### config.mk
export PLATFORM = sky130hd
export DESIGN_NAME = open_loop_sine_commutation_flat
export DESIGN_NICKNAME = d
export VERILOG_FILES = /design/src/design/olsc_pkg.sv /design/src/design/olsc_sample_if.sv /design/src/design/olsc_result_if.sv /design/src/design/olsc_div.sv /design/src/design/olsc_dp.sv /design/src/design/olsc_ctrl.sv /design/src/design/open_loop_sine_commutation.sv /design/src/flat_wrapper.sv
export VERILOG_INCLUDE_DIRS = /design/src /design/src/design
export SDC_FILE = /design/constraint.sdc
export NUM_CORES = 2
export LEC_CHECK = 0
export BUFFER_PORTS_ARGS = -buffer_cell sky130_fd_sc_hd__clkbuf_2
export CAP_MARGIN = 25
export CORE_MARGIN = 2
export CORE_UTILIZATION = 35
export CTS_CLUSTER_SIZE = 30
export DETAILED_ROUTE_END_ITERATION = 8
export HOLD_SLACK_MARGIN = 0.02
export SYNTH_ARGS = -nofsm -noshare
export SYNTH_HDL_FRONTEND = slang
export SYNTH_SLANG_ARGS = --single-unit
### constraint.sdc
create_clock -name clk -period 12.1 [get_ports clk]
set_clock_uncertainty 0.15 [all_clocks]
set_input_delay 1.815 -clock clk [delete_from_list [all_inputs] [get_ports clk]]
set_output_delay 1.815 -clock clk [all_outputs]
set_load 0.02 [all_outputs]
### src/design/open_loop_sine_commutation_assert.svh
// ---------------------------------------------------------------------------
// Assertion macros for the open-loop sine commutation block
// Each macro expands to one labeled concurrent assertion, sampled on the
// rising clock edge and disabled while reset is high.
// ---------------------------------------------------------------------------
`ifndef OPEN_LOOP_SINE_COMMUTATION_ASSERT_SVH
`define OPEN_LOOP_SINE_COMMUTATION_ASSERT_SVH

// The consequent must hold in the same cycle as the antecedent.
`define OLSC_ASSERT_NOW(name, clk, rst, ante, cons, msg) \
  name: assert property (@(posedge clk) disable iff (rst) (ante) |-> (cons)) \
    else $error(msg);

// The consequent must hold in the cycle after the antecedent.
`define OLSC_ASSERT_NEXT(name, clk, rst, ante, cons, msg) \
  name: assert property (@(posedge clk) disable iff (rst) (ante) |=> (cons)) \
    else $error(msg);

`endif

### src/design/olsc_pkg.sv
// ---------------------------------------------------------------------------
// olsc_pkg
// Types, constants and the sine table shared by the commutation block.
// ---------------------------------------------------------------------------
`default_nettype none

package olsc_pkg;

  // Field widths
  localparam int SENSOR_W     = 16;
  localparam int STATUS_W     = 2;
  localparam int ANGLE_W      = 9;
  localparam int ANGLE_SUM_W  = ANGLE_W + 1;
  localparam int VEL_W        = 36;
  localparam int DUTY_PORT_W  = 16;
  localparam int CFG_IDX_W    = 3;
  localparam int CFG_DATA_W   = 32;
  localparam int POLE_W       = 7;
  localparam int TICK_W       = 16;
  localparam int AMP_W        = 16;
  localparam int TARGET_W     = 32;

  // Sine table and duty format
  localparam int SINE_ENTRIES   = 360;
  localparam int PHASE_V_OFFSET = 120;
  localparam int PHASE_W_OFFSET = 240;
  localparam int QUARTER_LEN    = 91;
  localparam int QIDX_W         = 7;
  localparam int QSINE_W        = 17;
  localparam int SINE_W         = QSINE_W + 1;
  localparam int PRODUCT_W      = AMP_W + SINE_W;
  localparam int DUTY_SUM_W     = PRODUCT_W + 1;
  localparam int DUTY_W         = 16;
  localparam int DUTY_SHIFT     = 32 - DUTY_W;
  localparam int DUTY_Q_W       = DUTY_SUM_W - DUTY_SHIFT;
  localparam logic [DUTY_W-1:0] DUTY_MAX = '1;
  localparam logic signed [DUTY_SUM_W-1:0] DUTY_BIAS =
      (DUTY_SUM_W'(1) << 31) + (DUTY_SUM_W'(1) << (DUTY_SHIFT - 1));
  localparam int NUM_PHASES     = 3;
  localparam int PHASE_IDX_W    = 2;
  localparam logic [PHASE_IDX_W-1:0] PHASE_LAST = PHASE_IDX_W'(NUM_PHASES - 1);

  // Velocity and step arithmetic
  localparam int DIFF_W       = SENSOR_W + 2;
  localparam int VEL_SCALE_W  = 20;
  localparam logic [VEL_SCALE_W-1:0] VEL_SCALE = VEL_SCALE_W'(1000000);
  localparam int VEL_PROD_W   = SENSOR_W + VEL_SCALE_W;
  localparam int PROD1_W      = TARGET_W + TICK_W;
  localparam int PROD2_W      = PROD1_W + POLE_W;
  // 256000000 = 2^11 * 125000: the power of two is a shift, the rest a divide.
  localparam int STEP_SHIFT   = 11;
  localparam int STEP_DIVISOR = 125000;

  // Shared iterative divider, two quotient bits per cycle
  localparam int DIV_W        = PROD2_W - STEP_SHIFT;
  localparam int DIV_DEN_W    = 17;
  localparam int DIV_STEPS    = DIV_W / 2;
  localparam int DIV_CNT_W    = $clog2(DIV_STEPS + 1);

  typedef enum logic [CFG_IDX_W-1:0] {
    CFG_ENABLE    = 3'd0,
    CFG_MODE      = 3'd1,
    CFG_POLES     = 3'd2,
    CFG_TARGET    = 3'd3,
    CFG_TICK      = 3'd4,
    CFG_AMPLITUDE = 3'd5
  } cfg_reg_t;

  typedef enum logic [STATUS_W-1:0] {
    ST_OK       = 2'd0,
    ST_DISABLED = 2'd1,
    ST_INVALID  = 2'd2
  } status_t;

  typedef enum logic [1:0] {
    DIV_VEL  = 2'd0,
    DIV_STEP = 2'd1,
    DIV_MOD  = 2'd2
  } div_sel_t;

  typedef enum logic [3:0] {
    S_IDLE,
    S_CHECK,
    S_MUL,
    S_MUL2,
    S_VEL_DIV,
    S_STEP_DIV,
    S_MOD_DIV,
    S_ADVANCE,
    S_SINE,
    S_PRODUCT,
    S_DUTY,
    S_FINISH
  } state_t;

  typedef struct packed {
    logic     capture;
    logic     mul;
    logic     mul2;
    logic     div_start;
    div_sel_t div_sel;
    logic     vel_load;
    logic     advance;
    logic     sine;
    logic     product;
    logic     duty;
    logic     out_load;
  } cmd_t;

  typedef struct packed {
    logic active;
    logic angle_mode;
    logic div_busy;
    logic div_done;
    logic last_phase;
  } stat_t;

  // Quarter-wave sine, 65536 * sin(k degrees), k = 0..90
  localparam logic [QSINE_W-1:0] QUARTER_SINE [QUARTER_LEN] = '{
    17'd0, 17'd1144, 17'd2287, 17'd3430, 17'd4572, 17'd5712, 17'd6850, 17'd7987,
    17'd9121, 17'd10252, 17'd11380, 17'd12505, 17'd13626, 17'd14742, 17'd15855,
    17'd16962, 17'd18064, 17'd19161, 17'd20252, 17'd21336, 17'd22415, 17'd23486,
    17'd24550, 17'd25607, 17'd26656, 17'd27697, 17'd28729, 17'd29753, 17'd30767,
    17'd31772, 17'd32768, 17'd33754, 17'd34729, 17'd35693, 17'd36647, 17'd37590,
    17'd38521, 17'd39441, 17'd40348, 17'd41243, 17'd42126, 17'd42995, 17'd43852,
    17'd44695, 17'd45525, 17'd46341, 17'd47143, 17'd47930, 17'd48703, 17'd49461,
    17'd50203, 17'd50931, 17'd51643, 17'd52339, 17'd53020, 17'd53684, 17'd54332,
    17'd54963, 17'd55578, 17'd56175, 17'd56756, 17'd57319, 17'd57865, 17'd58393,
    17'd58903, 17'd59396, 17'd59870, 17'd60326, 17'd60764, 17'd61183, 17'd61584,
    17'd61966, 17'd62328, 17'd62672, 17'd62997, 17'd63303, 17'd63589, 17'd63856,
    17'd64104, 17'd64332, 17'd64540, 17'd64729, 17'd64898, 17'd65048, 17'd65177,
    17'd65287, 17'd65376, 17'd65446, 17'd65496, 17'd65526, 17'd65536
  };

  // Full-circle sine for an angle of 0..359 degrees, built by symmetry.
  function automatic logic signed [SINE_W-1:0] sine_at(input logic [ANGLE_W-1:0] deg);
    logic [ANGLE_W-1:0] folded;
    logic               neg;
    logic [SINE_W-1:0]  mag;
    if (deg <= ANGLE_W'(90)) begin
      folded = deg;
      neg    = 1'b0;
    end else if (deg <= ANGLE_W'(180)) begin
      folded = ANGLE_W'(180) - deg;
      neg    = 1'b0;
    end else if (deg <= ANGLE_W'(270)) begin
      folded = deg - ANGLE_W'(180);
      neg    = 1'b1;
    end else begin
      folded = ANGLE_W'(SINE_ENTRIES) - deg;
      neg    = 1'b1;
    end
    mag = {1'b0, QUARTER_SINE[folded[QIDX_W-1:0]]};
    return neg ? $signed(-mag) : $signed(mag);
  endfunction

endpackage

`default_nettype wire

### src/design/olsc_sample_if.sv
// ---------------------------------------------------------------------------
// olsc_sample_if
// Valid/ready channel carrying one sensor reading per word.
// ---------------------------------------------------------------------------
`default_nettype none

interface olsc_sample_if;
  logic                          valid;
  logic                          ready;
  logic [olsc_pkg::SENSOR_W-1:0] sensor_angle;
  logic                          sensor_valid;

  modport source (output valid, output sensor_angle, output sensor_valid, input ready);
  modport sink   (input valid, input sensor_angle, input sensor_valid, output ready);
endinterface

`default_nettype wire

### src/design/olsc_result_if.sv
// ---------------------------------------------------------------------------
// olsc_result_if
// Valid/ready channel carrying one commutation result per word.
// ---------------------------------------------------------------------------
`default_nettype none

interface olsc_result_if;
  logic                             valid;
  logic                             ready;
  logic [olsc_pkg::STATUS_W-1:0]    status;
  logic                             phases_updated;
  logic [olsc_pkg::DUTY_PORT_W-1:0] duty_u;
  logic [olsc_pkg::DUTY_PORT_W-1:0] duty_v;
  logic [olsc_pkg::DUTY_PORT_W-1:0] duty_w;
  logic [olsc_pkg::ANGLE_W-1:0]     electrical_angle;
  logic signed [olsc_pkg::VEL_W-1:0] measured_velocity;

  modport source (output valid, output status, output phases_updated, output duty_u,
                  output duty_v, output duty_w, output electrical_angle,
                  output measured_velocity, input ready);
  modport sink   (input valid, input status, input phases_updated, input duty_u,
                  input duty_v, input duty_w, input electrical_angle,
                  input measured_velocity, output ready);
endinterface

`default_nettype wire

### src/design/olsc_div.sv
// ---------------------------------------------------------------------------
// olsc_div
// Unsigned restoring divider, two quotient bits per clock cycle.
// ---------------------------------------------------------------------------
`default_nettype none

module olsc_div (
  input  logic                             clk,
  input  logic                             rst,
  input  logic                             start,
  input  logic [olsc_pkg::DIV_W-1:0]       dividend,
  input  logic [olsc_pkg::DIV_DEN_W-1:0]   divisor,
  output logic [olsc_pkg::DIV_W-1:0]       quotient,
  output logic [olsc_pkg::DIV_DEN_W-1:0]   remainder,
  output logic                             busy,
  output logic                             done
);

  logic [olsc_pkg::DIV_W-1:0]     quo;
  logic [olsc_pkg::DIV_W-1:0]     quo_next;
  logic [olsc_pkg::DIV_DEN_W-1:0] rem;
  logic [olsc_pkg::DIV_DEN_W-1:0] rem_next;
  logic [olsc_pkg::DIV_DEN_W-1:0] den;
  logic [olsc_pkg::DIV_CNT_W-1:0] count;

  logic [olsc_pkg::DIV_DEN_W:0]   trial1;
  logic [olsc_pkg::DIV_DEN_W:0]   trial2;
  logic [olsc_pkg::DIV_DEN_W:0]   diff1;
  logic [olsc_pkg::DIV_DEN_W:0]   diff2;
  logic                           ge1;
  logic                           ge2;
  logic [olsc_pkg::DIV_DEN_W-1:0] rem_mid;
  logic [olsc_pkg::DIV_W-1:0]     quo_mid;

  // The partial remainder stays below the divisor, so each trial fits one extra bit.
  always_comb begin
    trial1   = {rem, quo[olsc_pkg::DIV_W-1]};
    diff1    = trial1 - {1'b0, den};
    ge1      = trial1 >= {1'b0, den};
    rem_mid  = ge1 ? diff1[olsc_pkg::DIV_DEN_W-1:0] : trial1[olsc_pkg::DIV_DEN_W-1:0];
    quo_mid  = {quo[olsc_pkg::DIV_W-2:0], ge1};
    trial2   = {rem_mid, quo_mid[olsc_pkg::DIV_W-1]};
    diff2    = trial2 - {1'b0, den};
    ge2      = trial2 >= {1'b0, den};
    rem_next = ge2 ? diff2[olsc_pkg::DIV_DEN_W-1:0] : trial2[olsc_pkg::DIV_DEN_W-1:0];
    quo_next = {quo_mid[olsc_pkg::DIV_W-2:0], ge2};
  end

  always_ff @(posedge clk) begin
    if (rst) begin
      count <= '0;
      done  <= 1'b0;
    end else begin
      done <= (count == olsc_pkg::DIV_CNT_W'(1));
      if (start) begin
        count <= olsc_pkg::DIV_CNT_W'(olsc_pkg::DIV_STEPS);
      end else if (count != '0) begin
        count <= count - olsc_pkg::DIV_CNT_W'(1);
      end
    end
  end

  always_ff @(posedge clk) begin
    if (start) begin
      quo <= dividend;
      rem <= '0;
      den <= divisor;
    end else if (count != '0) begin
      quo <= quo_next;
      rem <= rem_next;
    end
  end

  assign quotient  = quo;
  assign remainder = rem;
  assign busy      = (count != '0);

endmodule

`default_nettype wire

### src/design/olsc_dp.sv
// ---------------------------------------------------------------------------
// olsc_dp
// Datapath: configuration registers, velocity and step arithmetic, the
// electrical angle, three phase duties and the output register.
// ---------------------------------------------------------------------------
`default_nettype none

`include "open_loop_sine_commutation_assert.svh"

module olsc_dp (
  input  logic                                clk,
  input  logic                                rst,
  input  logic                                cfg_we,
  input  logic [olsc_pkg::CFG_IDX_W-1:0]      cfg_index,
  input  logic [olsc_pkg::CFG_DATA_W-1:0]     cfg_wdata,
  input  logic [olsc_pkg::SENSOR_W-1:0]       sensor_angle,
  input  logic                                sensor_valid,
  input  olsc_pkg::cmd_t                      cmd,
  output olsc_pkg::stat_t                     st,
  output logic [olsc_pkg::STATUS_W-1:0]       status,
  output logic                                phases_updated,
  output logic [olsc_pkg::DUTY_PORT_W-1:0]    duty_u,
  output logic [olsc_pkg::DUTY_PORT_W-1:0]    duty_v,
  output logic [olsc_pkg::DUTY_PORT_W-1:0]    duty_w,
  output logic [olsc_pkg::ANGLE_W-1:0]        electrical_angle,
  output logic signed [olsc_pkg::VEL_W-1:0]   measured_velocity
);

  // Configuration
  logic                                enable;
  logic                                control_mode;
  logic [olsc_pkg::POLE_W-1:0]         pole_pairs;
  logic [olsc_pkg::TARGET_W-1:0]       target_velocity;
  logic [olsc_pkg::TICK_W-1:0]         tick_period_us;
  logic signed [olsc_pkg::AMP_W-1:0]   drive_amplitude;

  // Per-tick working registers
  olsc_pkg::status_t                   status_r;
  logic                                updated;
  logic [olsc_pkg::SENSOR_W-1:0]       in_angle;
  logic                                vel_neg;
  logic [olsc_pkg::VEL_PROD_W-1:0]     vel_prod;
  logic                                step_neg;
  logic [olsc_pkg::PROD1_W-1:0]        step_prod1;
  logic [olsc_pkg::PROD2_W-1:0]        step_prod2;
  logic signed [olsc_pkg::VEL_W-1:0]   velocity;
  logic [olsc_pkg::PHASE_IDX_W-1:0]    phase;
  logic signed [olsc_pkg::SINE_W-1:0]  sine_val;
  logic signed [olsc_pkg::PRODUCT_W-1:0] product;

  // State kept from tick to tick
  logic [olsc_pkg::SENSOR_W-1:0]       prev_angle;
  logic [olsc_pkg::ANGLE_W-1:0]        angle;
  logic [olsc_pkg::DUTY_W-1:0]         duty [olsc_pkg::NUM_PHASES];

  // Output register
  olsc_pkg::status_t                   out_status;
  logic                                out_updated;
  logic [olsc_pkg::DUTY_PORT_W-1:0]    out_duty_u;
  logic [olsc_pkg::DUTY_PORT_W-1:0]    out_duty_v;
  logic [olsc_pkg::DUTY_PORT_W-1:0]    out_duty_w;
  logic [olsc_pkg::ANGLE_W-1:0]        out_angle;
  logic signed [olsc_pkg::VEL_W-1:0]   out_velocity;

  // Divider connection
  logic [olsc_pkg::DIV_W-1:0]          div_dividend;
  logic [olsc_pkg::DIV_DEN_W-1:0]      div_divisor;
  logic [olsc_pkg::DIV_W-1:0]          div_quo;
  logic [olsc_pkg::DIV_DEN_W-1:0]      div_rem;
  logic                                div_busy;
  logic                                div_done;

  // Combinational helpers
  logic [olsc_pkg::TICK_W-1:0]         dt_eff;
  logic signed [olsc_pkg::DIFF_W-1:0]  diff_raw;
  logic signed [olsc_pkg::DIFF_W-1:0]  diff;
  logic [olsc_pkg::DIFF_W-1:0]         diff_neg;
  logic [olsc_pkg::SENSOR_W-1:0]       diff_mag;
  logic [olsc_pkg::TARGET_W-1:0]       target_mag;
  logic [olsc_pkg::VEL_W-1:0]          vel_quo;
  logic [olsc_pkg::ANGLE_W-1:0]        step_rem;
  logic [olsc_pkg::ANGLE_SUM_W-1:0]    adv_sum;
  logic [olsc_pkg::ANGLE_SUM_W-1:0]    adv_wrap;
  logic [olsc_pkg::ANGLE_SUM_W-1:0]    ph_offset;
  logic [olsc_pkg::ANGLE_SUM_W-1:0]    ph_sum;
  logic [olsc_pkg::ANGLE_SUM_W-1:0]    ph_wrap;
  logic signed [olsc_pkg::DUTY_SUM_W-1:0] duty_sum;
  logic [olsc_pkg::DUTY_Q_W-1:0]       duty_top;
  logic [olsc_pkg::DUTY_W-1:0]         duty_sat;

  always_ff @(posedge clk) begin
    if (rst) begin
      enable          <= 1'b0;
      control_mode    <= 1'b0;
      pole_pairs      <= olsc_pkg::POLE_W'(1);
      target_velocity <= '0;
      tick_period_us  <= olsc_pkg::TICK_W'(1000);
      drive_amplitude <= '0;
    end else if (cfg_we) begin
      case (cfg_index)
        olsc_pkg::CFG_ENABLE:    enable          <= cfg_wdata[0];
        olsc_pkg::CFG_MODE:      control_mode    <= cfg_wdata[0];
        olsc_pkg::CFG_POLES:     pole_pairs      <= cfg_wdata[olsc_pkg::POLE_W-1:0];
        olsc_pkg::CFG_TARGET:    target_velocity <= cfg_wdata[olsc_pkg::TARGET_W-1:0];
        olsc_pkg::CFG_TICK:      tick_period_us  <= cfg_wdata[olsc_pkg::TICK_W-1:0];
        olsc_pkg::CFG_AMPLITUDE: drive_amplitude <= $signed(cfg_wdata[olsc_pkg::AMP_W-1:0]);
        default: ;
      endcase
    end
  end

  always_comb begin
    dt_eff   = (tick_period_us == '0) ? olsc_pkg::TICK_W'(1) : tick_period_us;

    // Sensor delta wrapped into a half turn either way.
    diff_raw = $signed({2'b00, in_angle}) - $signed({2'b00, prev_angle});
    if (diff_raw > olsc_pkg::DIFF_W'(32768)) begin
      diff = diff_raw - olsc_pkg::DIFF_W'(65536);
    end else if (diff_raw < -$signed(olsc_pkg::DIFF_W'(32768))) begin
      diff = diff_raw + olsc_pkg::DIFF_W'(65536);
    end else begin
      diff = diff_raw;
    end
    diff_neg = -diff;
    diff_mag = diff[olsc_pkg::DIFF_W-1] ? diff_neg[olsc_pkg::SENSOR_W-1:0]
                                        : diff[olsc_pkg::SENSOR_W-1:0];

    target_mag = target_velocity[olsc_pkg::TARGET_W-1] ? (~target_velocity + 1'b1)
                                                       : target_velocity;

    case (cmd.div_sel)
      olsc_pkg::DIV_VEL: begin
        div_dividend = olsc_pkg::DIV_W'(vel_prod);
        div_divisor  = olsc_pkg::DIV_DEN_W'(dt_eff);
      end
      olsc_pkg::DIV_STEP: begin
        div_dividend = step_prod2[olsc_pkg::PROD2_W-1:olsc_pkg::STEP_SHIFT];
        div_divisor  = olsc_pkg::DIV_DEN_W'(olsc_pkg::STEP_DIVISOR);
      end
      olsc_pkg::DIV_MOD: begin
        div_dividend = div_quo;
        div_divisor  = olsc_pkg::DIV_DEN_W'(olsc_pkg::SINE_ENTRIES);
      end
      default: begin
        div_dividend = '0;
        div_divisor  = olsc_pkg::DIV_DEN_W'(1);
      end
    endcase

    vel_quo = div_quo[olsc_pkg::VEL_W-1:0];

    // A backward step of r degrees is a forward step of 360 - r.
    step_rem = div_rem[olsc_pkg::ANGLE_W-1:0];
    if (step_neg) begin
      adv_sum = {1'b0, angle} + (olsc_pkg::ANGLE_SUM_W'(olsc_pkg::SINE_ENTRIES)
                                 - {1'b0, step_rem});
    end else begin
      adv_sum = {1'b0, angle} + {1'b0, step_rem};
    end
    adv_wrap = (adv_sum >= olsc_pkg::ANGLE_SUM_W'(olsc_pkg::SINE_ENTRIES))
             ? adv_sum - olsc_pkg::ANGLE_SUM_W'(olsc_pkg::SINE_ENTRIES) : adv_sum;

    case (phase)
      2'd1:    ph_offset = olsc_pkg::ANGLE_SUM_W'(olsc_pkg::PHASE_V_OFFSET);
      2'd2:    ph_offset = olsc_pkg::ANGLE_SUM_W'(olsc_pkg::PHASE_W_OFFSET);
      default: ph_offset = '0;
    endcase
    ph_sum  = {1'b0, angle} + ph_offset;
    ph_wrap = (ph_sum >= olsc_pkg::ANGLE_SUM_W'(olsc_pkg::SINE_ENTRIES))
            ? ph_sum - olsc_pkg::ANGLE_SUM_W'(olsc_pkg::SINE_ENTRIES) : ph_sum;

    // Half scale plus the scaled sine, rounded half up; never negative.
    duty_sum = olsc_pkg::DUTY_BIAS + olsc_pkg::DUTY_SUM_W'(product);
    duty_top = duty_sum[olsc_pkg::DUTY_SUM_W-1:olsc_pkg::DUTY_SHIFT];
    duty_sat = (duty_top > olsc_pkg::DUTY_Q_W'(olsc_pkg::DUTY_MAX))
             ? olsc_pkg::DUTY_MAX : duty_top[olsc_pkg::DUTY_W-1:0];
  end

  olsc_div u_div (
    .clk       (clk),
    .rst       (rst),
    .start     (cmd.div_start),
    .dividend  (div_dividend),
    .divisor   (div_divisor),
    .quotient  (div_quo),
    .remainder (div_rem),
    .busy      (div_busy),
    .done      (div_done)
  );

  // Control-visible and kept state
  always_ff @(posedge clk) begin
    if (rst) begin
      status_r   <= olsc_pkg::ST_DISABLED;
      updated    <= 1'b0;
      phase      <= '0;
      prev_angle <= '0;
      angle      <= '0;
      for (int i = 0; i < olsc_pkg::NUM_PHASES; i++) begin
        duty[i] <= '0;
      end
    end else begin
      if (cmd.capture) begin
        updated <= 1'b0;
        if (!enable) begin
          status_r <= olsc_pkg::ST_DISABLED;
        end else if (!sensor_valid) begin
          status_r <= olsc_pkg::ST_INVALID;
        end else begin
          status_r <= olsc_pkg::ST_OK;
        end
      end
      if (cmd.mul) begin
        prev_angle <= in_angle;
      end
      if (cmd.advance) begin
        angle   <= adv_wrap[olsc_pkg::ANGLE_W-1:0];
        phase   <= '0;
        updated <= 1'b1;
      end
      if (cmd.duty) begin
        duty[phase] <= duty_sat;
        phase       <= phase + 1'b1;
      end
    end
  end

  // Arithmetic payload registers
  always_ff @(posedge clk) begin
    if (cmd.capture) begin
      in_angle <= sensor_angle;
      velocity <= '0;
    end
    if (cmd.mul) begin
      vel_neg    <= diff[olsc_pkg::DIFF_W-1];
      vel_prod   <= diff_mag * olsc_pkg::VEL_SCALE;
      step_neg   <= target_velocity[olsc_pkg::TARGET_W-1];
      step_prod1 <= target_mag * dt_eff;
    end
    if (cmd.mul2) begin
      step_prod2 <= step_prod1 * pole_pairs;
    end
    if (cmd.vel_load) begin
      velocity <= vel_neg ? $signed(-vel_quo) : $signed(vel_quo);
    end
    if (cmd.sine) begin
      sine_val <= olsc_pkg::sine_at(ph_wrap[olsc_pkg::ANGLE_W-1:0]);
    end
    if (cmd.product) begin
      product <= drive_amplitude * sine_val;
    end
  end

  always_ff @(posedge clk) begin
    if (cmd.out_load) begin
      out_status   <= status_r;
      out_updated  <= updated;
      out_duty_u   <= olsc_pkg::DUTY_PORT_W'(duty[0]);
      out_duty_v   <= olsc_pkg::DUTY_PORT_W'(duty[1]);
      out_duty_w   <= olsc_pkg::DUTY_PORT_W'(duty[2]);
      out_angle    <= angle;
      out_velocity <= velocity;
    end
  end

  assign st.active     = (status_r == olsc_pkg::ST_OK);
  assign st.angle_mode = control_mode;
  assign st.div_busy   = div_busy;
  assign st.div_done   = div_done;
  assign st.last_phase = (phase == olsc_pkg::PHASE_LAST);

  assign status            = out_status;
  assign phases_updated    = out_updated;
  assign duty_u            = out_duty_u;
  assign duty_v            = out_duty_v;
  assign duty_w            = out_duty_w;
  assign electrical_angle  = out_angle;
  assign measured_velocity = out_velocity;

  `OLSC_ASSERT_NOW(a_angle_range, clk, rst, 1'b1, angle < olsc_pkg::ANGLE_W'(olsc_pkg::SINE_ENTRIES), "commutation angle left 0..359")
  `OLSC_ASSERT_NOW(a_mod_range, clk, rst, cmd.advance, div_rem < olsc_pkg::DIV_DEN_W'(olsc_pkg::SINE_ENTRIES), "step remainder not below 360")
  `OLSC_ASSERT_NOW(a_updated_ok, clk, rst, cmd.out_load && updated, status_r == olsc_pkg::ST_OK, "phases updated on a tick that was not ok")

endmodule

`default_nettype wire

### src/design/olsc_ctrl.sv
// ---------------------------------------------------------------------------
// olsc_ctrl
// Controller: sequences one control tick through the datapath and owns the
// handshakes of both channels.
// ---------------------------------------------------------------------------
`default_nettype none

`include "open_loop_sine_commutation_assert.svh"

module olsc_ctrl (
  input  logic            clk,
  input  logic            rst,
  input  logic            sample_valid,
  output logic            sample_ready,
  output logic            out_valid,
  input  logic            out_ready,
  input  olsc_pkg::stat_t st,
  output olsc_pkg::cmd_t  cmd
);

  olsc_pkg::state_t state;
  olsc_pkg::state_t state_next;

  always_ff @(posedge clk) begin
    if (rst) begin
      state     <= olsc_pkg::S_IDLE;
      out_valid <= 1'b0;
    end else begin
      state <= state_next;
      if (cmd.out_load) begin
        out_valid <= 1'b1;
      end else if (out_ready) begin
        out_valid <= 1'b0;
      end
    end
  end

  always_comb begin
    state_next = state;
    case (state)
      olsc_pkg::S_IDLE:     if (sample_valid) state_next = olsc_pkg::S_CHECK;
      olsc_pkg::S_CHECK:    state_next = st.active ? olsc_pkg::S_MUL : olsc_pkg::S_FINISH;
      olsc_pkg::S_MUL:      state_next = olsc_pkg::S_MUL2;
      olsc_pkg::S_MUL2:     state_next = olsc_pkg::S_VEL_DIV;
      olsc_pkg::S_VEL_DIV: begin
        if (st.div_done) begin
          state_next = st.angle_mode ? olsc_pkg::S_FINISH : olsc_pkg::S_STEP_DIV;
        end
      end
      olsc_pkg::S_STEP_DIV: if (st.div_done) state_next = olsc_pkg::S_MOD_DIV;
      olsc_pkg::S_MOD_DIV:  if (st.div_done) state_next = olsc_pkg::S_ADVANCE;
      olsc_pkg::S_ADVANCE:  state_next = olsc_pkg::S_SINE;
      olsc_pkg::S_SINE:     state_next = olsc_pkg::S_PRODUCT;
      olsc_pkg::S_PRODUCT:  state_next = olsc_pkg::S_DUTY;
      olsc_pkg::S_DUTY:     state_next = st.last_phase ? olsc_pkg::S_FINISH : olsc_pkg::S_SINE;
      olsc_pkg::S_FINISH:   if (!out_valid || out_ready) state_next = olsc_pkg::S_IDLE;
      default:              state_next = olsc_pkg::S_IDLE;
    endcase
  end

  always_comb begin
    cmd          = '0;
    cmd.div_sel  = olsc_pkg::DIV_VEL;
    sample_ready = 1'b0;
    case (state)
      olsc_pkg::S_IDLE: begin
        sample_ready = 1'b1;
        cmd.capture  = sample_valid;
      end
      olsc_pkg::S_MUL: begin
        cmd.mul = 1'b1;
      end
      olsc_pkg::S_MUL2: begin
        cmd.mul2      = 1'b1;
        cmd.div_start = 1'b1;
        cmd.div_sel   = olsc_pkg::DIV_VEL;
      end
      olsc_pkg::S_VEL_DIV: begin
        cmd.vel_load  = st.div_done;
        cmd.div_start = st.div_done && !st.angle_mode;
        cmd.div_sel   = olsc_pkg::DIV_STEP;
      end
      olsc_pkg::S_STEP_DIV: begin
        // The step quotient feeds straight back as the next dividend.
        cmd.div_start = st.div_done;
        cmd.div_sel   = olsc_pkg::DIV_MOD;
      end
      olsc_pkg::S_ADVANCE: begin
        cmd.advance = 1'b1;
      end
      olsc_pkg::S_SINE: begin
        cmd.sine = 1'b1;
      end
      olsc_pkg::S_PRODUCT: begin
        cmd.product = 1'b1;
      end
      olsc_pkg::S_DUTY: begin
        cmd.duty = 1'b1;
      end
      olsc_pkg::S_FINISH: begin
        cmd.out_load = !out_valid || out_ready;
      end
      default: ;
    endcase
  end

  `OLSC_ASSERT_NOW(a_div_idle, clk, rst, cmd.div_start, !st.div_busy, "divider started while busy")
  `OLSC_ASSERT_NOW(a_out_from_finish, clk, rst, $rose(out_valid), $past(state == olsc_pkg::S_FINISH), "result word appeared outside the finish step")
  `OLSC_ASSERT_NEXT(a_finish_holds, clk, rst, state == olsc_pkg::S_FINISH && out_valid && !out_ready, state == olsc_pkg::S_FINISH, "finished word dropped while output stalled")

endmodule

`default_nettype wire

### src/design/open_loop_sine_commutation.sv
// ---------------------------------------------------------------------------
// open_loop_sine_commutation
// Open-loop sinusoidal commutation for a three-phase BLDC drive.
// ---------------------------------------------------------------------------
// Each sample word is one control tick and yields exactly one result word.
// A disabled block or an invalid reading is reported with nothing changed. A
// good reading measures the shaft velocity with one division by the tick
// period; angle open-loop mode then finishes. In velocity open-loop mode two
// more divisions (step size, then modulo 360) advance the electrical angle,
// and the three phase duties are computed one after another on a single
// multiplier, each through the sine, product and duty steps. The shared
// divider retires two quotient bits per cycle. The next sample word is taken
// while the previous result still waits in the output register.
`default_nettype none

module open_loop_sine_commutation (
  input  logic                            clk,
  input  logic                            rst,
  olsc_sample_if.sink                     sample,
  olsc_result_if.source                   result,
  input  logic                            cfg_we,
  input  logic [olsc_pkg::CFG_IDX_W-1:0]  cfg_index,
  input  logic [olsc_pkg::CFG_DATA_W-1:0] cfg_wdata
);

  olsc_pkg::cmd_t  cmd;
  olsc_pkg::stat_t st;

  olsc_ctrl u_ctrl (
    .clk          (clk),
    .rst          (rst),
    .sample_valid (sample.valid),
    .sample_ready (sample.ready),
    .out_valid    (result.valid),
    .out_ready    (result.ready),
    .st           (st),
    .cmd          (cmd)
  );

  olsc_dp u_dp (
    .clk               (clk),
    .rst               (rst),
    .cfg_we            (cfg_we),
    .cfg_index         (cfg_index),
    .cfg_wdata         (cfg_wdata),
    .sensor_angle      (sample.sensor_angle),
    .sensor_valid      (sample.sensor_valid),
    .cmd               (cmd),
    .st                (st),
    .status            (result.status),
    .phases_updated    (result.phases_updated),
    .duty_u            (result.duty_u),
    .duty_v            (result.duty_v),
    .duty_w            (result.duty_w),
    .electrical_angle  (result.electrical_angle),
    .measured_velocity (result.measured_velocity)
  );

endmodule

`default_nettype wire
### src/flat_wrapper.sv
// flat-port wrapper written by rule: the top's interface ports become plain ports
module open_loop_sine_commutation_flat 
  (clk, rst, cfg_we, cfg_index, cfg_wdata, sample_valid, sample_sensor_angle, sample_sensor_valid, sample_ready, result_valid, result_status, result_phases_updated, result_duty_u, result_duty_v, result_duty_w, result_electrical_angle, result_measured_velocity, result_ready);
  olsc_sample_if sample_i ();
  olsc_result_if result_i ();
  input  logic clk;
  input  logic rst;
  input  logic cfg_we;
  input  logic [olsc_pkg::CFG_IDX_W-1:0] cfg_index;
  input  logic [olsc_pkg::CFG_DATA_W-1:0] cfg_wdata;
  input wire logic [$bits(sample_i.valid)-1:0] sample_valid;
  input wire logic [$bits(sample_i.sensor_angle)-1:0] sample_sensor_angle;
  input wire logic [$bits(sample_i.sensor_valid)-1:0] sample_sensor_valid;
  output wire logic [$bits(sample_i.ready)-1:0] sample_ready;
  output wire logic [$bits(result_i.valid)-1:0] result_valid;
  output wire logic [$bits(result_i.status)-1:0] result_status;
  output wire logic [$bits(result_i.phases_updated)-1:0] result_phases_updated;
  output wire logic [$bits(result_i.duty_u)-1:0] result_duty_u;
  output wire logic [$bits(result_i.duty_v)-1:0] result_duty_v;
  output wire logic [$bits(result_i.duty_w)-1:0] result_duty_w;
  output wire logic [$bits(result_i.electrical_angle)-1:0] result_electrical_angle;
  output wire logic [$bits(result_i.measured_velocity)-1:0] result_measured_velocity;
  input wire logic [$bits(result_i.ready)-1:0] result_ready;
  assign sample_i.valid = sample_valid;
  assign sample_i.sensor_angle = sample_sensor_angle;
  assign sample_i.sensor_valid = sample_sensor_valid;
  assign sample_ready = sample_i.ready;
  assign result_valid = result_i.valid;
  assign result_status = result_i.status;
  assign result_phases_updated = result_i.phases_updated;
  assign result_duty_u = result_i.duty_u;
  assign result_duty_v = result_i.duty_v;
  assign result_duty_w = result_i.duty_w;
  assign result_electrical_angle = result_i.electrical_angle;
  assign result_measured_velocity = result_i.measured_velocity;
  assign result_i.ready = result_ready;
  open_loop_sine_commutation u_core (.clk(clk), .rst(rst), .sample(sample_i), .result(result_i), .cfg_we(cfg_we), .cfg_index(cfg_index), .cfg_wdata(cfg_wdata));
endmodule
# Word-level counts from Yosys, hierarchy flattened

Memories as Yosys holds them, arrays and structs flattened. A register that Yosys moved wholly into a read port is not among the register bits.
Cells that the tools add are included.

Flip-flop bits (word level): 479
Bits in latches: 0
Bits in writable memories: 48
ROM bits: 2176
Input bits: 57
Output and inout bits: 98
Logic and storage cells: 192
Memories: 2

Memories:

| memory           | words | width | read ports | clocked after Yosys merged registers in | wr ports | RTL line        | source |
|---|---|---|---|---|---|---|---|
| (no name shown)  | 128   | 17    | 1          | 0                                       | 0        | olsc_pkg.sv:153 | `mag = {1'b0, QUARTER_SINE[folded[QIDX_W-1:0]]};` |
| u_core.u_dp.duty | 3     | 16    | 3          | 3                                       | 3        | olsc_dp.sv:54   | `logic [olsc_pkg::DUTY_W-1:0] duty [olsc_pkg::NUM_PHASES];` |

Add/sub/neg operators: 21
Multiply operators: 4
Divide/modulo/power cells: 0
$lt $le $gt $ge: 11
Equal/unequal tests: 27
Shift operators: 0
Multiplexer cells: 67
Bitwise operators: 2
Reduce and logical (&&, ||, !) cells: 25

Operators with widths:

| operator                                                            | number |
|---|---|
| one-hot mux 44 bit (3 select lines)                                 | 1 |
| 2-to-1 mux 36 bit                                                   | 3 |
| 2-to-1 mux 44 bit                                                   | 2 |
| 2-to-1 mux 17 bit                                                   | 5 |
| 2-to-1 mux 16 bit                                                   | 4 |
| multiplier 48 x 7 -> 55 bit                                         | 1 |
| one-hot mux 17 bit (3 select lines)                                 | 1 |
| multiplier 32 x 16 -> 48 bit                                        | 1 |
| one-hot mux 4 bit (12 select lines)                                 | 1 |
| greater-or-equal comparator 18 x 17 -> 1 bit                        | 2 |
| 2-to-1 mux 18 bit                                                   | 2 |
| negator 36 bit                                                      | 1 |
| adder 33 x 34 -> 35 bit (first input constant)                      | 1 |
| multiplier 16 x 18 -> 34 bit                                        | 1 |
| subtractor 17 bit                                                   | 2 |
| adder 32 x 1 -> 32 bit (second input constant)                      | 1 |
| 2-to-1 mux 32 bit                                                   | 1 |
| NOT 32 bit                                                          | 1 |
| multiplier 16 x 14 -> 30 bit (second input constant)                | 1 |
| 2-to-1 mux 4 bit                                                    | 7 |
| 2-to-1 mux 7 bit                                                    | 4 |
| 2-to-1 mux 1 bit                                                    | 23 |
| greater-or-equal comparator 10 x 9 -> 1 bit (second input constant) | 2 |
| > comparator 19 x 16 -> 1 bit (second input constant)               | 1 |
| other kinds (52)                                                    | 88 |

# Logic depth before layout (Yosys ltp)

Depth in word-level cells: 16
Gate-level depth with buffers: 43
Mapped depth without buffers: 43

# By module

From an unflattened synthesis, not the netlist that was laid out.

Cells, all modules: 6928
Area total of the unflattened synthesis: 66681.5 sq um

By module, submodules not included:

| module    | times used | cells each | area each (sq um) | sequential area each (sq um) |
|---|---|---|---|---|
| olsc_dp   | 1          | 6369       | 60932.2           | 12782.3 |
| olsc_div  | 1          | 491        | 5276.3            | 2292.2 |
| olsc_ctrl | 1          | 68         | 473.0             | 100.1 |

# Least setup slack after synthesis

Ideal clock, no wire load.

Kind: flip-flop to flip-flop
From: reg u_core.u_dp.in_angle[0] in the netlist's numbering
To: reg u_core.u_dp.vel_prod[35] in the netlist's numbering (data pin)
Library setup time: 0.260 ns
Data arrival time: 9.206 ns
Data required time: 11.690 ns
Path slack: 2.484 ns
Cell stages (with the launch flop): 41
Path buffers: 0
Period minus slack after synthesis: 9.616 ns
Cell sequence: edfxtp_1 -> inv_1 -> ha_1 -> inv_1 -> fa_1 -> a21o_1 -> a21oi_1 -> o21ai_0 -> a21oi_1 -> o21ai_0 -> a21oi_1 -> nor2b_1 -> o21ai_0 -> nand2b_1 -> xor2_1 -> or3_1 -> nor4_1 -> a21o_1 -> [... 5 more ...] -> inv_1 -> fa_1 -> inv_1 -> ha_1 -> inv_1 -> fa_1 -> inv_1 -> ha_1 -> nand2_1 -> o21ai_0 -> a2111oi_0 -> o31ai_1 -> o211a_1 -> o21a_1 -> o21ai_0 -> nand2b_1 -> a21oi_1 -> xnor2_1

Elaborated cells between the ends (all ways): 10
Classes of those cells: add/sub (4); mul (1); order compare (2); mux (3)

RTL lines:

| item                                                                     | RTL line                       | source |
|---|---|---|
| start: declaration                                                       | olsc_dp.sv:40                  | `logic [olsc_pkg::SENSOR_W-1:0] in_angle;` |
| start signal: assignment                                                 | olsc_dp.sv:231                 | `in_angle <= sensor_angle;` |
| subtractor 16 x 16 -> 17 bit *                                           | olsc_dp.sv:116                 | `diff_raw = $signed({2'b00, in_angle}) - $signed({2'b00, prev_angle});` |
| adder 17 x 18 -> 18 bit or < comparator 17 x 16 -> 1 bit (tied branches) | olsc_dp.sv:120, olsc_dp.sv:119 |  |
| 2-to-1 mux 18 bit                                                        | olsc_dp.sv:119                 | `end else if (diff_raw < -$signed(olsc_pkg::DIFF_W'(32768))) begin` |
| 2-to-1 mux 18 bit *                                                      | olsc_dp.sv:117                 | `if (diff_raw > olsc_pkg::DIFF_W'(32768)) begin` |
| named net u_core.u_dp.diff (one bit)                                     | olsc_dp.sv:76                  | `logic signed [olsc_pkg::DIFF_W-1:0] diff;` |
| 2-to-1 mux 16 bit *                                                      | olsc_dp.sv:125                 | `diff_mag = diff[olsc_pkg::DIFF_W-1] ? diff_neg[olsc_pkg::SENSOR_W-1:0]` |
| named net u_core.u_dp.diff_mag (one bit)                                 | olsc_dp.sv:78                  | `logic [olsc_pkg::SENSOR_W-1:0] diff_mag;` |
| multiplier 16 x 14 -> 30 bit *                                           | olsc_dp.sv:236                 | `vel_prod <= diff_mag * olsc_pkg::VEL_SCALE;` |
| end signal: assignment                                                   | olsc_dp.sv:236                 |  |
| end: declaration                                                         | olsc_dp.sv:42                  | `logic [olsc_pkg::VEL_PROD_W-1:0] vel_prod;` |

Mark *: on every way through the listed nets, which the timed path passes. The rest lies on a longest branch.
A chain may end at the register's enable or synchronous reset.

# Final worst setup path

From: reg u_core.u_dp.in_angle[0] in the netlist's numbering
To: reg u_core.u_dp.vel_prod[35] in the netlist's numbering (data pin)

Elaborated cells between the ends (all ways): 10
Classes of those cells: add/sub (4); mul (1); order compare (2); mux (3)

RTL lines:

| item                                                                     | RTL line |
|---|---|
| subtractor 16 x 16 -> 17 bit *                                           | olsc_dp.sv:116 |
| adder 17 x 18 -> 18 bit or < comparator 17 x 16 -> 1 bit (tied branches) | olsc_dp.sv:120, olsc_dp.sv:119 |
| 2-to-1 mux 18 bit                                                        | olsc_dp.sv:119 |
| 2-to-1 mux 18 bit *                                                      | olsc_dp.sv:117 |
| named net u_core.u_dp.diff (one bit)                                     | olsc_dp.sv:76 |
| 2-to-1 mux 16 bit *                                                      | olsc_dp.sv:125 |
| multiplier 16 x 14 -> 30 bit *                                           | olsc_dp.sv:236 |

Marks and branches as above.

==> impl_metrics.yaml <==
min_path:
  worstHoldStart: "u_core.u_dp.velocity[14]"
  hold-path-cell-count: 0
  hold_path_end: "u_core.u_dp.measured_velocity[14]"
  hp-class: "reg2reg"
timing:
  min_period_ns: 10.56
  post-route-period-util: 0.8728
  clock.fmax_mhz: 94.69
  drv_slew: 0
  setup-tns-final_ns: 0
  hold_viol: 0
  setup_viol: 0
  max-slew-margin-rel: 0.2955
  worstMarginPinSlew_ns: 1.052
  rsz0062_at_grt: "false"
  timing.hold.ws_ns: 0.2664
worst_setup_path:
  cpMostUsedCell: "inv_1"
  r2r_cells: 40
  endpoint_kind: "flop"
  crit_required_ns: 12.37
  critical_path.max_stage_delay_ns: 0.67
  ff2ff_setup_slack_ns: 1.54
  crit_buf_inv: 7
  crit_fanout: 10
  arrival_ns: 10.84
  cp_top_family: "adder cells"
  r2r_end: "u_core.u_dp.vel_prod[35]"
  worstReg2RegStart: "u_core.u_dp.in_angle[0]"
  crit_type: "reg2reg"
  critical-path-slowest-cell: "a2111oi_0"
  start_kind: "flop"
clock_network:
  cts_max_path_buffers: 3
  cts.sinks: 549
  htreeDepth: 3
  clk_latency_ns: 0.68
  cts-root-buf: "clkbuf_16"
  cts_setup_buffers: 0
  cts-hold-fix-buffers: 0
  cts_tree: "built"
  cts_resized: 0
  numCtsBuffers: 70
  path_clk_slew_ns: 0.06
synth:
  synth_compound_area_frac: 0.09824
  synth.distinct_cells: 110
  synth-simple-area-share: 0.1537
  synth_cells: 6972
  synth_mux_area_frac: 0.003674
  synth_edf_count: 418
  synth.most_common_cell: "nand2_1"
  seq_area_frac_synth: 0.2297
  syn_nets: 8518
  yosys-top-cells-count: "1210 x nand2_1, 1120 x inv_1, 993 x fa_1, 496 x ha_1, 418 x edfxtp_1"
  synthTopCellsByArea: "fa_1 30%, edfxtp_1 19%, ha_1 9.4%, nand2_1 6.9%, inv_1 6.4%"
  yosys_warnings: 0
  synth-xor-area-share: 0.03774
  syn-cell-area_mm2: 0.06607
  avgSynthCellArea_um2: 9.477
  synth_top_family_by_area: "adder cells"
  synth-adder-area-share: 0.3951
  synth.top_cell.area_share: 0.3009
  async_reset_ff_frac: 0
  synth_area_leader_cell: "fa_1"
  synth_flop_cell: "edfxtp_1"
  ys_seq_elements: 549
placement:
  place_hpwl_mm: 133.3
  portBuffers: 154
  place_congestion: 0.9028
  dp.cells: 9413
layout:
  postLayoutCoreUtil: 0.3852
  drive_gt1_frac: 0.06581
  register_area_mm2: 0.01517
  fin_cells: 9553
  multi_input_area_mm2: 0.04566
  fillers: 18547
  nets: 8542
  syn_to_final_growth_pct: 9.385
die:
  dieArea_mm2: 0.1923
  die_w_um: 438.5
  coreArea_mm2: 0.1876
  die_height_um: 438.5
  initial_utilization: 0.3522
  ios: 155
  std_cell_rows: 159
grt:
  grt_pass1_wl_mm: 278.4
  grt_pass1_vias: 50150
  grt_max_degree: 80
  grt_use_met3: 0.02204
  grt_use_total: 0.1811
  grt_remaining_overflow: 0
  antenna_found_initial: 16
  grt_busiest_layer: "met2"
  grtUsageMet2: 0.3083
  grt_use_met1: 0.2407
route:
  detail_route.vias_per_cell: 5.074
  drtAntennaViolNets: 0
  wl_per_cell_um: 18.04
  dr_total_vias: 48475
  firstDrtPassIters: 5
  drc: 0
  drt_iter0_markers: 3106
  finalWirelength_mm: 172.3
run_status:
  status: "finished, final reports clean"
run:
  cap_violations: 0
## metrics by stage
step,setup slack [ns],instance area (um^2)
CTS,1.441,72180
finish,1.539,72270
global route,0.6500,72270
floorplan,2.484,66070
global placement,1.659,69660
detailed placement,1.473,69730
## worst max-delay path by stage
stage / start / endpoint / slack [ns] / cells after the start
after floorplan: u_core.u_dp.in_angle[0] / u_core.u_dp.vel_prod[35] / 2.48 / 40
after detailed placement: u_core.u_dp.in_angle[0] / u_core.u_dp.vel_prod[35] / 1.47 / 40
final: u_core.u_dp.in_angle[0] / u_core.u_dp.vel_prod[35] / 1.54 / 40
after CTS: u_core.u_dp.in_angle[0] / u_core.u_dp.vel_prod[35] / 1.44 / 40
after global placement: u_core.u_dp.in_angle[0] / u_core.u_dp.vel_prod[35] / 1.66 / 40
after global routing: u_core.u_dp.in_angle[0] / u_core.u_dp.vel_prod[35] / 0.65 / 42
## worst register-to-register path, delay by kind of cell, from the launching register on
family	cells	cell delay (ns)
flip-flops	1	0.38
AND/OR/NAND/NOR	7	1.44
AO/OA/AOI/OAI	14	3.31
buffers and inverters	7	0.68
XOR/XNOR	3	0.79
adder cells (fa/ha/maj)	9	3.57
## layout make-up
type | instances | area share
Antenna cell | 7 | 0.0002424
Clock buffer | 86 | 0.02680
Clock inverter | 41 | 0.007098
Tap cell | 2495 | 0.04319
Multi-Input combinational cell | 4993 | 0.6318
Sequential cell | 549 | 0.2100
Timing Repair Buffer | 258 | 0.02251
Inverter | 1124 | 0.05843
## flip-flops by register name (all words and copies together), names as in the netlist, 18 cells and up
| register | flops |
|---|---|
| u_core.u_dp.duty | 48 |
| u_core.u_dp.measured_velocity | 36 |
| u_core.u_dp.product | 19 |
| u_core.u_dp.sine_val | 18 |
| u_core.u_dp.step_prod1 | 48 |
| u_core.u_dp.step_prod2 | 44 |
| u_core.u_dp.target_velocity | 32 |
| u_core.u_dp.u_div.quotient | 44 |
| u_core.u_dp.vel_prod | 30 |
| u_core.u_dp.velocity | 36 |
## cell families after synthesis
logic type	after synthesis
compound gates	958
flops	549
mux	22
buf+inv	1430
xor+xnor	283
fa+ha+maj	1491
simple gates	2239
## placed cells by master, fill, tap and decap left out, types with 13 or more instances in the layout
master,count
a211o_1,13
nand2_1,1209
nand3_1,61
clkbuf_2,153
a31oi_1,24
or4_1,14
o41ai_1,15
and3_1,25
nor2_1,308
xor2_1,87
a22oi_1,36
o211ai_1,26
xnor2_2,14
xnor2_1,181
o31a_1,15
a21oi_1,276
fa_1,993
clkbuf_16,74
dfxtp_1,131
mux2i_1,13
nor3_1,80
or3_1,28
ha_1,496
nor2b_1,31
o21a_1,34
a21boi_0,20
buf_4,98
and2_1,341
o31ai_1,63
a211oi_1,45
nand4_1,15
o21ai_0,148
a21o_1,63
edfxtp_1,418
inv_1,1120
nor4_1,16
nand2b_1,51
o21bai_1,31
## routing by layer
layer,vias to the layer above,share of wire,routed length [um]
li1,22435,-,-
met1,24410,0.43,73980
met2,1371,0.49,84100
met3,259,0.056,9595
met4,0,0.027,4624
met5,-,0,0
Power is not shown: default switching activity piles up to over one toggle a cycle in this logic, so the estimate is an artifact.
